===== src/msfbe_pkg.sv =====
// msfbe_pkg: shared constants, status codes and control structs for the
// end-taken maximum sum block; no dependencies
package msfbe_pkg;

  // default parameter values
  localparam int DEPTH_DEF      = 1024;
  localparam int VALUE_BITS_DEF = 16;

  // fixed port widths
  localparam int IN_VAL_W  = 16;
  localparam int KEEP_W    = 11;
  localparam int SUM_OUT_W = 26;
  localparam int STATUS_W  = 2;

  // result status codes
  localparam logic [STATUS_W-1:0] ST_OK   = 2'd0;
  localparam logic [STATUS_W-1:0] ST_KEEP = 2'd1;
  localparam logic [STATUS_W-1:0] ST_OVF  = 2'd2;

  // sequencer to scan datapath
  typedef struct packed {
    logic clear;   // start of a new scan, zero the best sum
    logic issue;   // a split is read from the store this cycle
    logic a_zero;  // front prefix index is zero
    logic b_zero;  // back prefix index is zero
  } scan_ctl_t;

  // scan datapath back to sequencer
  typedef struct packed {
    logic pipe_busy;
  } scan_sts_t;

endpackage


===== src/msfbe_scan.sv =====
// msfbe_scan: split candidate pipeline, front prefix plus total minus back
// prefix, and running maximum; uses msfbe_pkg
module msfbe_scan import msfbe_pkg::*; #(
  parameter int SUM_W = 27
) (
  input  logic             clk,
  input  logic             rst_n,
  input  scan_ctl_t        ctl,
  input  logic [SUM_W-1:0] rd_a_data,
  input  logic [SUM_W-1:0] rd_b_data,
  input  logic [SUM_W-1:0] total,
  output logic [SUM_W-1:0] best,
  output scan_sts_t        sts
);

  logic             v1_r, az_r, bz_r;
  logic             v2_r;
  logic [SUM_W-1:0] cand_r, cand_nxt;
  logic [SUM_W-1:0] best_r;
  logic [SUM_W-1:0] pa, pb;

  // flags aligned with the memory read data
  always_ff @(posedge clk) begin
    if (!rst_n) begin
      v1_r <= 1'b0;
    end else begin
      v1_r <= ctl.issue;
    end
    az_r <= ctl.a_zero;
    bz_r <= ctl.b_zero;
  end

  // candidate sum, entry zero of the prefix table reads as zero
  assign pa       = az_r ? '0 : rd_a_data;
  assign pb       = bz_r ? '0 : rd_b_data;
  assign cand_nxt = pa + total - pb;

  always_ff @(posedge clk) begin
    if (!rst_n) begin
      v2_r <= 1'b0;
    end else begin
      v2_r <= v1_r;
    end
    cand_r <= cand_nxt;
  end

  // running maximum
  always_ff @(posedge clk) begin
    if (ctl.clear) begin
      best_r <= '0;
    end else if (v2_r && (cand_r > best_r)) begin
      best_r <= cand_r;
    end
  end

  assign best          = best_r;
  assign sts.pipe_busy = v1_r | v2_r;

endmodule


===== config.mk =====
export PLATFORM = sky130hd
export DESIGN_NAME = msfbe_scan
export DESIGN_NICKNAME = d
export VERILOG_FILES = /design/src/msfbe_pkg.sv /design/src/msfbe_scan.sv
export SDC_FILE = /design/constraint.sdc
export NUM_CORES = 1
export LEC_CHECK = 0
export BUFFER_PORTS_ARGS = -buffer_cell sky130_fd_sc_hd__buf_2
export CELL_PAD_IN_SITES_DETAIL_PLACEMENT = 1
export CELL_PAD_IN_SITES_GLOBAL_PLACEMENT = 2
export CORE_ASPECT_RATIO = 0.6
export CORE_MARGIN = 4
export CORE_UTILIZATION = 32
export DETAILED_ROUTE_END_ITERATION = 8
export PLACE_DENSITY = 0.83
export SLEW_MARGIN = 10
export SYNTH_ARGS = -nofsm -noshare
export SYNTH_HDL_FRONTEND = slang
export SYNTH_SLANG_ARGS = --single-unit

===== constraint.sdc =====
create_clock -name clk -period 3.95 [get_ports clk]
set_input_delay 0.5925 -clock clk [delete_from_list [all_inputs] [get_ports clk]]
set_output_delay 0.5925 -clock clk [all_outputs]
set_load 0.1 [all_outputs]

After elaboration in Yosys (flattened, before gate mapping)
Index checks and enable logic that the tools add are counted.
{"block": "totals", "reg_bits": 58, "inputBits": 87, "output_inout_bits": 28, "elab_cells": 13}
{"block": "op_classes", "add_sub_neg": 2, "order_cmp": 1, "mux": 2, "bitwise_logic": 1, "n_reduce_logical": 1}
{"operator": "$mux W27", "count": 2}
{"operator": "$add A27 B27 Y27", "count": 1}
{"operator": "$gt A27 B27 Y1", "count": 1}
{"operator": "$sub A27 B27 Y27", "count": 1}
{"operator": "$logic_and A1 B1 Y1", "count": 1}
{"operator": "$or A1 B1 Y1", "count": 1}

Depth between registers and ports, before layout
Gate-level depths: netlist of run 1.
{"block": "logic_depth", "ltp_word": 3, "mapped_depth": 13, "ltp_nobuf": 12}

Least setup slack after synthesis of run 1
OpenSTA, ideal clock, no wires.
{"block": "synth_timing", "path_type": "register to register", "from": "register bz_r", "to": "register cand_r[26]", "setup_time_ps": 78, "arrival_ps": 3157, "required_ps": 3872, "slack_ps": 716, "stages_incl_launch_ff": 13, "n_path_buf": 1, "period_less_slack_ps": 3234, "path_cell_list": "dfxtp_1 clkbuf_1 nor2b_1 fa_1 inv_1 ha_1 o21a_1 o21a_1 a311o_1 a221o_1 a21o_1 and4_1 nor3_1"}
{"block": "synth_between", "elab_chain_len": 2}
{"element": "from (decl)", "line_no": "msfbe_scan.sv:16", "text": "logic v1_r, az_r, bz_r;"}
{"element": "from (signal assigned)", "line_no": "msfbe_scan.sv:30", "text": "bz_r <= ctl.b_zero;"}
{"element": "$mux W27", "line_no": "msfbe_scan.sv:35", "text": "assign pb = bz_r ? '0 : rd_b_data;"}
{"element": "$sub A27 B27 Y27", "line_no": "msfbe_scan.sv:36", "text": "assign cand_nxt = pa + total - pb;"}
{"element": "via cand_nxt[26]", "line_no": "msfbe_scan.sv:18", "text": "logic [SUM_W-1:0] cand_r, cand_nxt;"}
{"element": "to (signal assigned)", "line_no": "msfbe_scan.sv:44", "text": "cand_r <= cand_nxt;"}
{"element": "to (decl)", "line_no": "msfbe_scan.sv:18"}
The timed path passes the listed nets, and every way through them passes these cells.
A chain may end at the register's enable or synchronous reset.

Worst setup path after layout of run 1
{"block": "layout_timing", "from": "register az_r", "to": "register cand_r[23]"}
{"block": "layout_between", "elab_chain_len": 3}
{"element": "from (decl)", "line_no": "msfbe_scan.sv:16"}
{"element": "from (signal assigned)", "line_no": "msfbe_scan.sv:29", "text": "az_r <= ctl.a_zero;"}
{"element": "$mux W27", "line_no": "msfbe_scan.sv:34", "text": "assign pa = az_r ? '0 : rd_a_data;"}
{"element": "$add A27 B27 Y27", "line_no": "msfbe_scan.sv:36"}
{"element": "$sub A27 B27 Y27", "line_no": "msfbe_scan.sv:36"}
{"element": "via cand_nxt[23]", "line_no": "msfbe_scan.sv:18"}
The timed path passes the listed nets, and every way through them passes these cells.

==> results of run 1 <==
metrics by stage:
step                      util, %  instances
after floorplan                 -        574
after global placement       38.2        873
after detailed placement     38.2        873
after CTS                    40.0        888
after global routing         40.0        888
final                        40.0        888
power by group:
group	internal, mW	switching [mW]	leakage, nW
logic	0.575	0.935	2.43
registers	0.758	0.130	0.480
clock network	0.451	0.262	0.138
total	1.78	1.33	3.04
logic make-up (layout without fill, tap and decap cells):
family	after synthesis	after routing
simple gates	171	171
buf+inv	120	236
compound gates	94	94
fa+ha+maj	80	80
flops	58	58
mux	29	29
xor+xnor	22	22
critical path, delay by kind of cell, from the launching register on:
| kind | cells | cell delay, ns |
|---|---|---|
| xor gates and xnor gates | 1 | 0.15 |
| DFF | 1 | 0.78 |
| adders and majority gates | 2 | 0.67 |
| AOI/OAI and AO/OA | 5 | 1.43 |
| and+or+nand+nor | 2 | 0.33 |
| buffers and inverters | 1 | 0.11 |
metal layers:
layer	vias to the layer above	GRT usage [%]
met1	1997	22.8
li1	2115	-
met2	94	23.9
met3	8	3.04
met5	-	0
met4	0	3.24
flip-flops by register name, indices dropped and copies added (netlist names):
name and count:
best 27, bz_r 1, cand_r 27, az_r 1
v1_r 1, v2_r 1
cell usage after synthesis, types with 2 or more instances:
| master | number |
|---|---|
| inv_1 | 106 |
| dfxtp_1 | 58 |
| ha_1 | 54 |
| nor2_1 | 40 |
| a21oi_1 | 33 |
| mux2i_1 | 29 |
| nand2b_1 | 29 |
| nor2b_1 | 29 |
| fa_1 | 26 |
| nand2_1 | 19 |
| xnor2_1 | 15 |
| nor3_1 | 12 |
| o21ai_0 | 11 |
| clkbuf_1 | 10 |
| nand3_1 | 10 |
| a21o_1 | 7 |
| and3_1 | 7 |
| o21a_1 | 7 |
| xor2_1 | 7 |
| a211oi_1 | 6 |
| a31oi_1 | 5 |
| and2_1 | 5 |
| o21ai_1 | 5 |
| nand4_1 | 4 |
| nor4_1 | 3 |
| o211ai_1 | 3 |
| o21bai_1 | 3 |
| a2111oi_0 | 2 |
| and4_1 | 2 |
| buf_12 | 2 |
| or3_1 | 2 |
| or4_1 | 2 |
worst min-delay path by stage:
| stage | cells past startpoint | end |
|---|---|---|
| 2_1_floorplan | 1 | v2_r$_SDFF_PN0_ |
| 3_3_place_gp | 1 | v2_r$_SDFF_PN0_ |
| 3_5_place_dp | 1 | v2_r$_SDFF_PN0_ |
| 4_1_cts | 1 | bz_r$_DFF_P_ |
| 5_1_grt | 1 | bz_r$_DFF_P_ |
| 6_report | 1 | bz_r$_DFF_P_ |
area by class of cell:
| class | count | share of cell area [%] |
|---|---|---|
| Multi-Input combinational cell | 396 | 54.8 |
| Clock buffer | 12 | 4.37 |
| Timing Repair Buffer | 115 | 9.84 |
| Clock inverter | 3 | 0.256 |
| Sequential cell | 58 | 19.8 |
| Inverter | 106 | 6.77 |
| Tap cell | 198 | 4.22 |
==> impl_metrics.yaml, run 1 <==
timing:
  fin_crit_ns: 3.55
  whs_ns: 0.372
  finalWorstSetupSlack_ns: 0.403
  setup_viol: 0
  fmax_ghz: 0.282
  tightest_slew_ns: 1.19
  period_share_pct: 89.8
  relSlewSlack_pct: 20.2
  finalSetupTns_ns: 0
  timing.final.max_slew_violations: 0
  rsz0062_at_grt: "no"
  hold_viol: 0
  fin_skew_ns: 0.00591
critical_path:
  cp-start-kind: "flop"
  slowest_stage: "dfxtp_1"
  worst-setup-path-type: "flop to flop"
  rr_startpoint: "az_r$_DFF_P_"
  cp_max_fo: 27
  regToRegSetupSlack_ns: 0.40
  reg2regPathDepth: 11
  cp.arrival_ns: 3.80
  cp_slowest_stage_delay_ns: 0.78
  startpoint: "az_r$_DFF_P_"
  crit_chain: "nand2b_1 -> fa_1 -> inv_1 -> ha_1 -> a211oi_1 -> nor2_1 -> o311a_1 -> o211ai_1 -> a21oi_1 -> a311oi_1 -> xnor2_1"
  cp.required_ns: 4.20
  end_kind: "flop"
  rr_endpoint: "cand_r[23]$_DFF_P_"
  cp-endpoint: "cand_r[23]$_DFF_P_"
floorplan:
  start_util_pct: 33.1
  coreArea_sq_um: 14700
  dieArea_sq_um: 17300
  ioPinCount: 115
  fp.dieH_um: 103
  num_rows: 34
  die_w_um: 167
final_layout:
  syn_to_final_growth_pct: 20.8
  multi_input_area_sq_um: 3220
  layout_commonest_cell: "buf_2"
  drive_above_1_share_pct: 20.0
  final_cell_mix: "114 x buf_2, 106 x inv_1, 58 x dfxtp_1"
  regArea_sq_um: 1160
  antenna_cells: 0
  fillers: 1773
  layout.nets: 853
  final_area_sq_um: 5880
synth:
  synth_area_per_cell_sq_um: 8.47
  synthAdderAreaFrac_pct: 24.6
  synth_area_leaders: "dfxtp_1 24%, ha_1 14%, fa_1 11%"
  async_reset_ff_share_pct: 0
  synth_top_cell_by_area: "dfxtp_1"
  yosys_warnings: 0
  synthFlopType: "dfxtp_1"
  syn_area_sq_um: 4860
  synth_enable_flop_cells: 0
  ys_seq_area_share_pct: 23.9
  yosysUniqueCellTypes: 53
  synth_fp_nets: 741
  synth_compound_area_share_pct: 12.4
  synth-seq-cells: 58
  synth_top_area_share_pct: 23.9
  synth_xor_area_share_pct: 3.96
  synth_simple_gate_area_share_pct: 19.1
  synth_top_family_by_area: "adder cells"
  syn_inst: 574
  synth_mux_area_share_pct: 5.97
place:
  dpl_cell_area_sq_um: 5600
  gp_congestion: 0.807
  dpl.hpwl_um: 11100
  port_buffers: 114
  pre_cts_slack_ns: 0.365
detailed_routing:
  via_per_inst: 4.75
  vias: 4214
  wl_met2_um: 5520
  totalWireLength_um: 13100
  dr.pass1.iters: 4
  drtIter0Drc: 127
  wl_per_cell_um: 14.8
  postRouteAntennaNets: 0
  drc: 0
  met3_wirelength_um: 623
  maxUsedRoutingLayer: "met4"
  wl_met1_um: 6900
global_routing:
  gr-total-overflow: 0
  grt_use_total_pct: 15.5
  antenna_found_initial: 0
  grt_max_degree: 28
  grt_pass1_vias: 4450
  grt_pass1_wl_um: 21800
clock_network:
  cts_max_level: 3
  root_buffer: "clkbuf_16"
  cts_tree: "done"
  post_cts_buffers: 0
  insertion_delay_ns: 0.32
  postCtsHoldBufs: 0
  cts_resized: 0
  clkTransAtPathRegs_ns: 0.05
  clock-sinks: 58
  cts_buffers: 9
  clockBufferDepth: 2
pwr:
  p_per_area_nw_per_um2: 529
  p_leak_nw: 3.04
  ir_drop_uv: 195
  power.total_mw: 3.11
worst_hold_path:
  hp-class: "input port to flop"
  hp-start: "ctl[0]"
status:
  status: "finished clean"
run:
  max-cap-violations: 0
No activity file was read; power rests on OpenSTA's default activity.
==> inputs of run 2 (changes only) <==
Settings changed: CORE_MARGIN 4 to unset.
==> impl_metrics.yaml, run 2 (synthesis gave the netlist of run 1 again) <==
timing:
  setup_viol: 0
  timing.final.max_slew_violations: 0
  fin_skew_ns: 0.00761
  tightest_slew_ns: 1.19
  period_share_pct: 86.7
  finalSetupTns_ns: 0
  fmax_ghz: 0.292
  relSlewSlack_pct: 20.2
  hold_viol: 0
  rsz0062_at_grt: "no"
  fin_crit_ns: 3.43
final_layout:
  fillers: 1810
  drive_above_1_share_pct: 20.4
  final_cell_mix: "114 x buf_2, 106 x inv_1, 57 x dfxtp_1"
  layout_commonest_cell: "buf_2"
  antenna_cells: 0
  syn_to_final_growth_pct: 21.8
  final_area_sq_um: 5920
  layout.nets: 853
  final_util_pct: 40.4
pwr:
  p_seq_share_pct: 27.5
  p_leak_nw: 3.06
  p_comb_share_pct: 46.9
  clkPwrFrac_pct: 25.6
  ir_drop_uv: 220
  switching_share_pct: 41.7
  p_per_area_nw_per_um2: 545
  p_switching_mw: 1.35
  p_int_mw: 1.88
  power.total_mw: 3.23
worst_hold_path:
  whs_path_depth: 1
  hp-class: "input port to flop"
floorplan:
  coreArea_sq_um: 14700
  start_util_pct: 33.1
  die_w_um: 161
  fp.dieH_um: 97.5
  num_rows: 34
  ioPinCount: 115
  dieArea_sq_um: 15700
global_routing:
  grt_pass1_vias: 4451
  grt_max_degree: 28
  grt_pass1_wl_um: 21500
  grt_use_total_pct: 17.1
  antenna_found_initial: 0
  gr-total-overflow: 0
detailed_routing:
  via_per_inst: 4.67
  totalWireLength_um: 12700
  drc: 0
  dr.pass1.iters: 4
  drtIter0Drc: 145
  postRouteAntennaNets: 0
  vias: 4155
  wl_per_cell_um: 14.3
run:
  max-cap-violations: 0
critical_path:
  end_kind: "flop"
  cp_max_fo: 27
  regToRegSetupSlack_ns: 0.52
  worst-setup-path-type: "flop to flop"
  cp.arrival_ns: 3.63
  cp-start-kind: "flop"
  reg2regPathDepth: 12
  cp.required_ns: 4.15
status:
  status: "finished clean"
clock_network:
  clockBufferDepth: 2
  clock-sinks: 58
  cts_max_level: 3
  post_cts_buffers: 0
  cts_buffers: 9
  insertion_delay_ns: 0.33
  root_buffer: "clkbuf_16"
  clkTransAtPathRegs_ns: 0.05
  cts_resized: 0
  postCtsHoldBufs: 0
  cts_tree: "done"
place:
  gp_congestion: 0.810
  port_buffers: 114
  dpl.hpwl_um: 10600
  dpl_cell_area_sq_um: 5600
run 2: cell types whose count changed in the layout (fill, tap and decap cells not counted), sizes merged:
cell,change
clkbuf,-3
clkinvlp,+2
bufinv,+2
run 2: cell type report:
| class | instances | area, sq um | area share (%) |
|---|---|---|---|
| Clock inverter | 7 | 93.8 | 1.58 |
| Multi-Input combinational cell | 396 | 3220 | 54.3 |
| Clock buffer | 9 | 225 | 3.80 |
| Timing Repair Buffer | 115 | 578 | 9.76 |
| Sequential cell | 58 | 1160 | 19.6 |
| Tap cell | 198 | 248 | 4.18 |
| Inverter | 106 | 398 | 6.72 |
run 2: through the flow:
step / cells / setup slack, ns / hold WS (ns)
after floorplan: 574 / 0.716 / 0.421
after global placement: 873 / 0.469 / 0.435
after detailed placement: 873 / 0.336 / 0.455
after CTS: 889 / 0.309 / 0.353
after global routing: 889 / 0.249 / 0.357
final: 889 / 0.524 / 0.361
run 2: critical path, cell delays in order, from the launching register on:
cell and delay [ns]:
dfxtp_1 0.30, buf_4 0.30, nor2b_1 0.11, fa_1 0.52, inv_1 0.07, fa_1 0.46, a21oi_1 0.21, nor2_1 0.10
o211ai_1 0.22, a31oi_1 0.26, a211o_1 0.33, a21oi_1 0.18, xnor2_1 0.22
run 2: worst paths after layout:
kind / to / from
worst max register to register: cand_r[14]$_DFF_P_ / bz_r$_DFF_P_
worst min register to register: v2_r$_SDFF_PN0_ / v1_r$_SDFF_PN0_
worst max-delay path: cand_r[14]$_DFF_P_ / bz_r$_DFF_P_
worst min-delay path: az_r$_DFF_P_ / ctl[1]
run 2: routing by layer:
layer	part of all wire, %	track usage (%)	vias up
met1	53	24.8	1950
met3	3.5	2.52	9
li1	-	-	2115
met5	0	0	-
met2	42	26.3	81
met4	0.82	3.77	0
run 2: power by group through the flow:
| stage | Sequential [mW] | Clock [mW] | Combinational [mW] |
|---|---|---|---|
| 6_report | 0.887 | 0.828 | 1.51 |
| 5_1_grt | 0.906 | 0.868 | 1.70 |
| 4_1_cts | 0.890 | 0.844 | 1.53 |
| 3_5_place_dp | 0.902 | 0 | 1.51 |
| 3_3_place_gp | 0.893 | 0 | 1.46 |
| 2_1_floorplan | 1.06 | 0 | 0.945 |
==> inputs of run 3 (changes only) <==
Settings changed: ABC_CLOCK_PERIOD_IN_PS set to 2790, CORE_UTILIZATION 32 to 29, PLACE_DENSITY 0.83 to unset, PLACE_DENSITY_LB_ADDON set to 0.3.
Clock period 3.95 ns to 2.79 ns, I/O delays scaled along.
==> impl_metrics.yaml, run 3 (synthesis gave the netlist of run 1 again) <==
clock_network:
  insertion_delay_ns: 0.33
  postCtsHoldBufs: 0
  clkTransAtPathRegs_ns: 0.05
  clock-sinks: 58
  clockBufferDepth: 2
  cts_tree: "done"
  root_buffer: "clkbuf_16"
  cts_buffers: 9
  cts_max_level: 3
pwr:
  ir_drop_uv: 366
  p_leak_nw: 3.59
  power.total_mw: 5.27
  p_per_area_nw_per_um2: 721
worst_hold_path:
  hp-class: "input port to flop"
  hp-start: "ctl[0]"
place:
  dpl.hpwl_um: 12000
  port_buffers: 114
  dpl_cell_area_sq_um: 6290
  gp_congestion: 0.813
critical_path:
  cp_max_fo: 7
  startpoint: "az_r$_DFF_P_"
  cp-start-kind: "flop"
  worst-setup-path-type: "flop to flop"
  cp_num_buf_inv: 1
  cp.required_ns: 3.04
  slowest_stage: "fa_1"
  end_kind: "flop"
  crit_chain: "nand2b_4 -> fa_1 -> inv_2 -> ha_4 -> a211oi_2 -> nor2_2 -> o311a_4 -> o211ai_1 -> a21oi_4 -> a311oi_2 -> xnor2_1"
  rr_startpoint: "az_r$_DFF_P_"
  cp.arrival_ns: 3.28
  cp_slowest_stage_delay_ns: 0.51
  critPathTopFamily: "compound AO/OA/AOI/OAI gates"
floorplan:
  fp.dieH_um: 102
  ioPinCount: 115
  num_rows: 36
  die_w_um: 169
  start_util_pct: 29.8
  dieArea_sq_um: 17300
  coreArea_sq_um: 16300
final_layout:
  layout.nets: 933
  final_cell_mix: "114 x buf_2, 96 x inv_1, 68 x buf_4"
  drive_above_1_share_pct: 42.6
  final_area_sq_um: 7310
  layout_commonest_cell: "buf_2"
  syn_to_final_growth_pct: 50.4
  antenna_cells: 0
  fillers: 1934
global_routing:
  antenna_found_initial: 0
  grt_use_total_pct: 18.0
  grt_pass1_wl_um: 24300
  gr-total-overflow: 0
  grt_max_degree: 28
  grt_pass1_vias: 4839
detailed_routing:
  totalWireLength_um: 15400
  dr.pass1.iters: 4
  vias: 4518
  drtIter0Drc: 74
  wl_per_cell_um: 15.4
  postRouteAntennaNets: 0
  via_per_inst: 4.53
  drc: 0
timing:
  relSlewSlack_pct: 63.5
  setup_viol: 15
  fin_skew_ns: 0.00634
  finalWorstSetupSlack_ns: -0.239
  rsz0062_at_grt: "yes"
  timing.final.max_slew_violations: 0
  hold_viol: 0
  fmax_ghz: 0.330
  tightest_slew_ns: 0.548
  fin_crit_ns: 3.03
  period_share_pct: 109
status:
  status: "complete, but fails checks"
  violations: "negative setup slack"
run:
  max-cap-violations: 0
run 3: cell count changes in the layout (fill, tap and decap cells not counted), sizes merged:
cell,previous run,this run
buf,115,195
clkbuf,9,13
clkinv,3,1
clkinvlp,2,0
bufinv,2,1
run 3: report_power, final:
part / internal (mW) / leakage, nW / switching [mW]
Sequential: 1.08 / 0.489 / 0.197
Clock: 0.757 / 0.152 / 0.369
Combinational: 1.29 / 2.95 / 1.58
run 3: area by class of cell:
class | count | area, sq um | area share, %
Multi-Input combinational cell | 396 | 3830 | 52.4
Timing Repair Buffer | 195 | 1290 | 17.7
Sequential cell | 58 | 1200 | 16.4
Inverter | 106 | 398 | 5.44
Tap cell | 228 | 285 | 3.90
Clock buffer | 13 | 270 | 3.70
Clock inverter | 2 | 35.0 | 0.479
run 3: final timing paths:
path / depth (start not counted) / slack [ns] / endpoint
worst max register to register: 11 / -0.24 / cand_r[23]$_DFF_P_
worst max-delay path: 11 / -0.24 / cand_r[23]$_DFF_P_
worst min register to register: 1 / 0.44 / v2_r$_SDFF_PN0_
worst min-delay path: 1 / 0.19 / bz_r$_DFF_P_
run 3: per-stage QoR:
step / cells / setup WS, ns / hold slack (ns) / util, % / TNS, ns
3_5_place_dp: 964 / -0.386 / 0.444 / 38.6 / -4.27
3_3_place_gp: 964 / -0.284 / 0.434 / 38.6 / -3.14
5_1_grt: 998 / -0.333 / 0.181 / 44.8 / -3.29
4_1_cts: 992 / -0.168 / 0.181 / 43.6 / -0.850
6_report: 998 / -0.239 / 0.191 / 44.8 / -1.69
2_1_floorplan: 574 / -0.0182 / 0.421 / - / -0.0182
run 3: timing repair:
action / 4_1_cts / 5_1_grt
resized for setup: 69 / 35
buffers inserted: 12 / 7
setup endpoints to repair: 19 / 41
pin swaps: 40 / 31
cloned: 1 / 0
run 3: worst register-to-register path: stages (launching register included):
cell	delay (ns)
dfxtp_4	0.38
nand2b_4	0.15
fa_1	0.51
inv_2	0.06
ha_4	0.22
a211oi_2	0.23
nor2_2	0.08
o311a_4	0.33
o211ai_1	0.37
a21oi_4	0.17
a311oi_2	0.31
xnor2_1	0.15
run 3: metal layers:
metal | vias to the layer above | global-route usage (%) | wire length (um)
met5 | - | 0 | 0
met4 | 0 | 3.60 | 121
met3 | 12 | 2.52 | 516
met2 | 100 | 28.7 | 6600
met1 | 2136 | 25.9 | 8120
li1 | 2270 | - | -
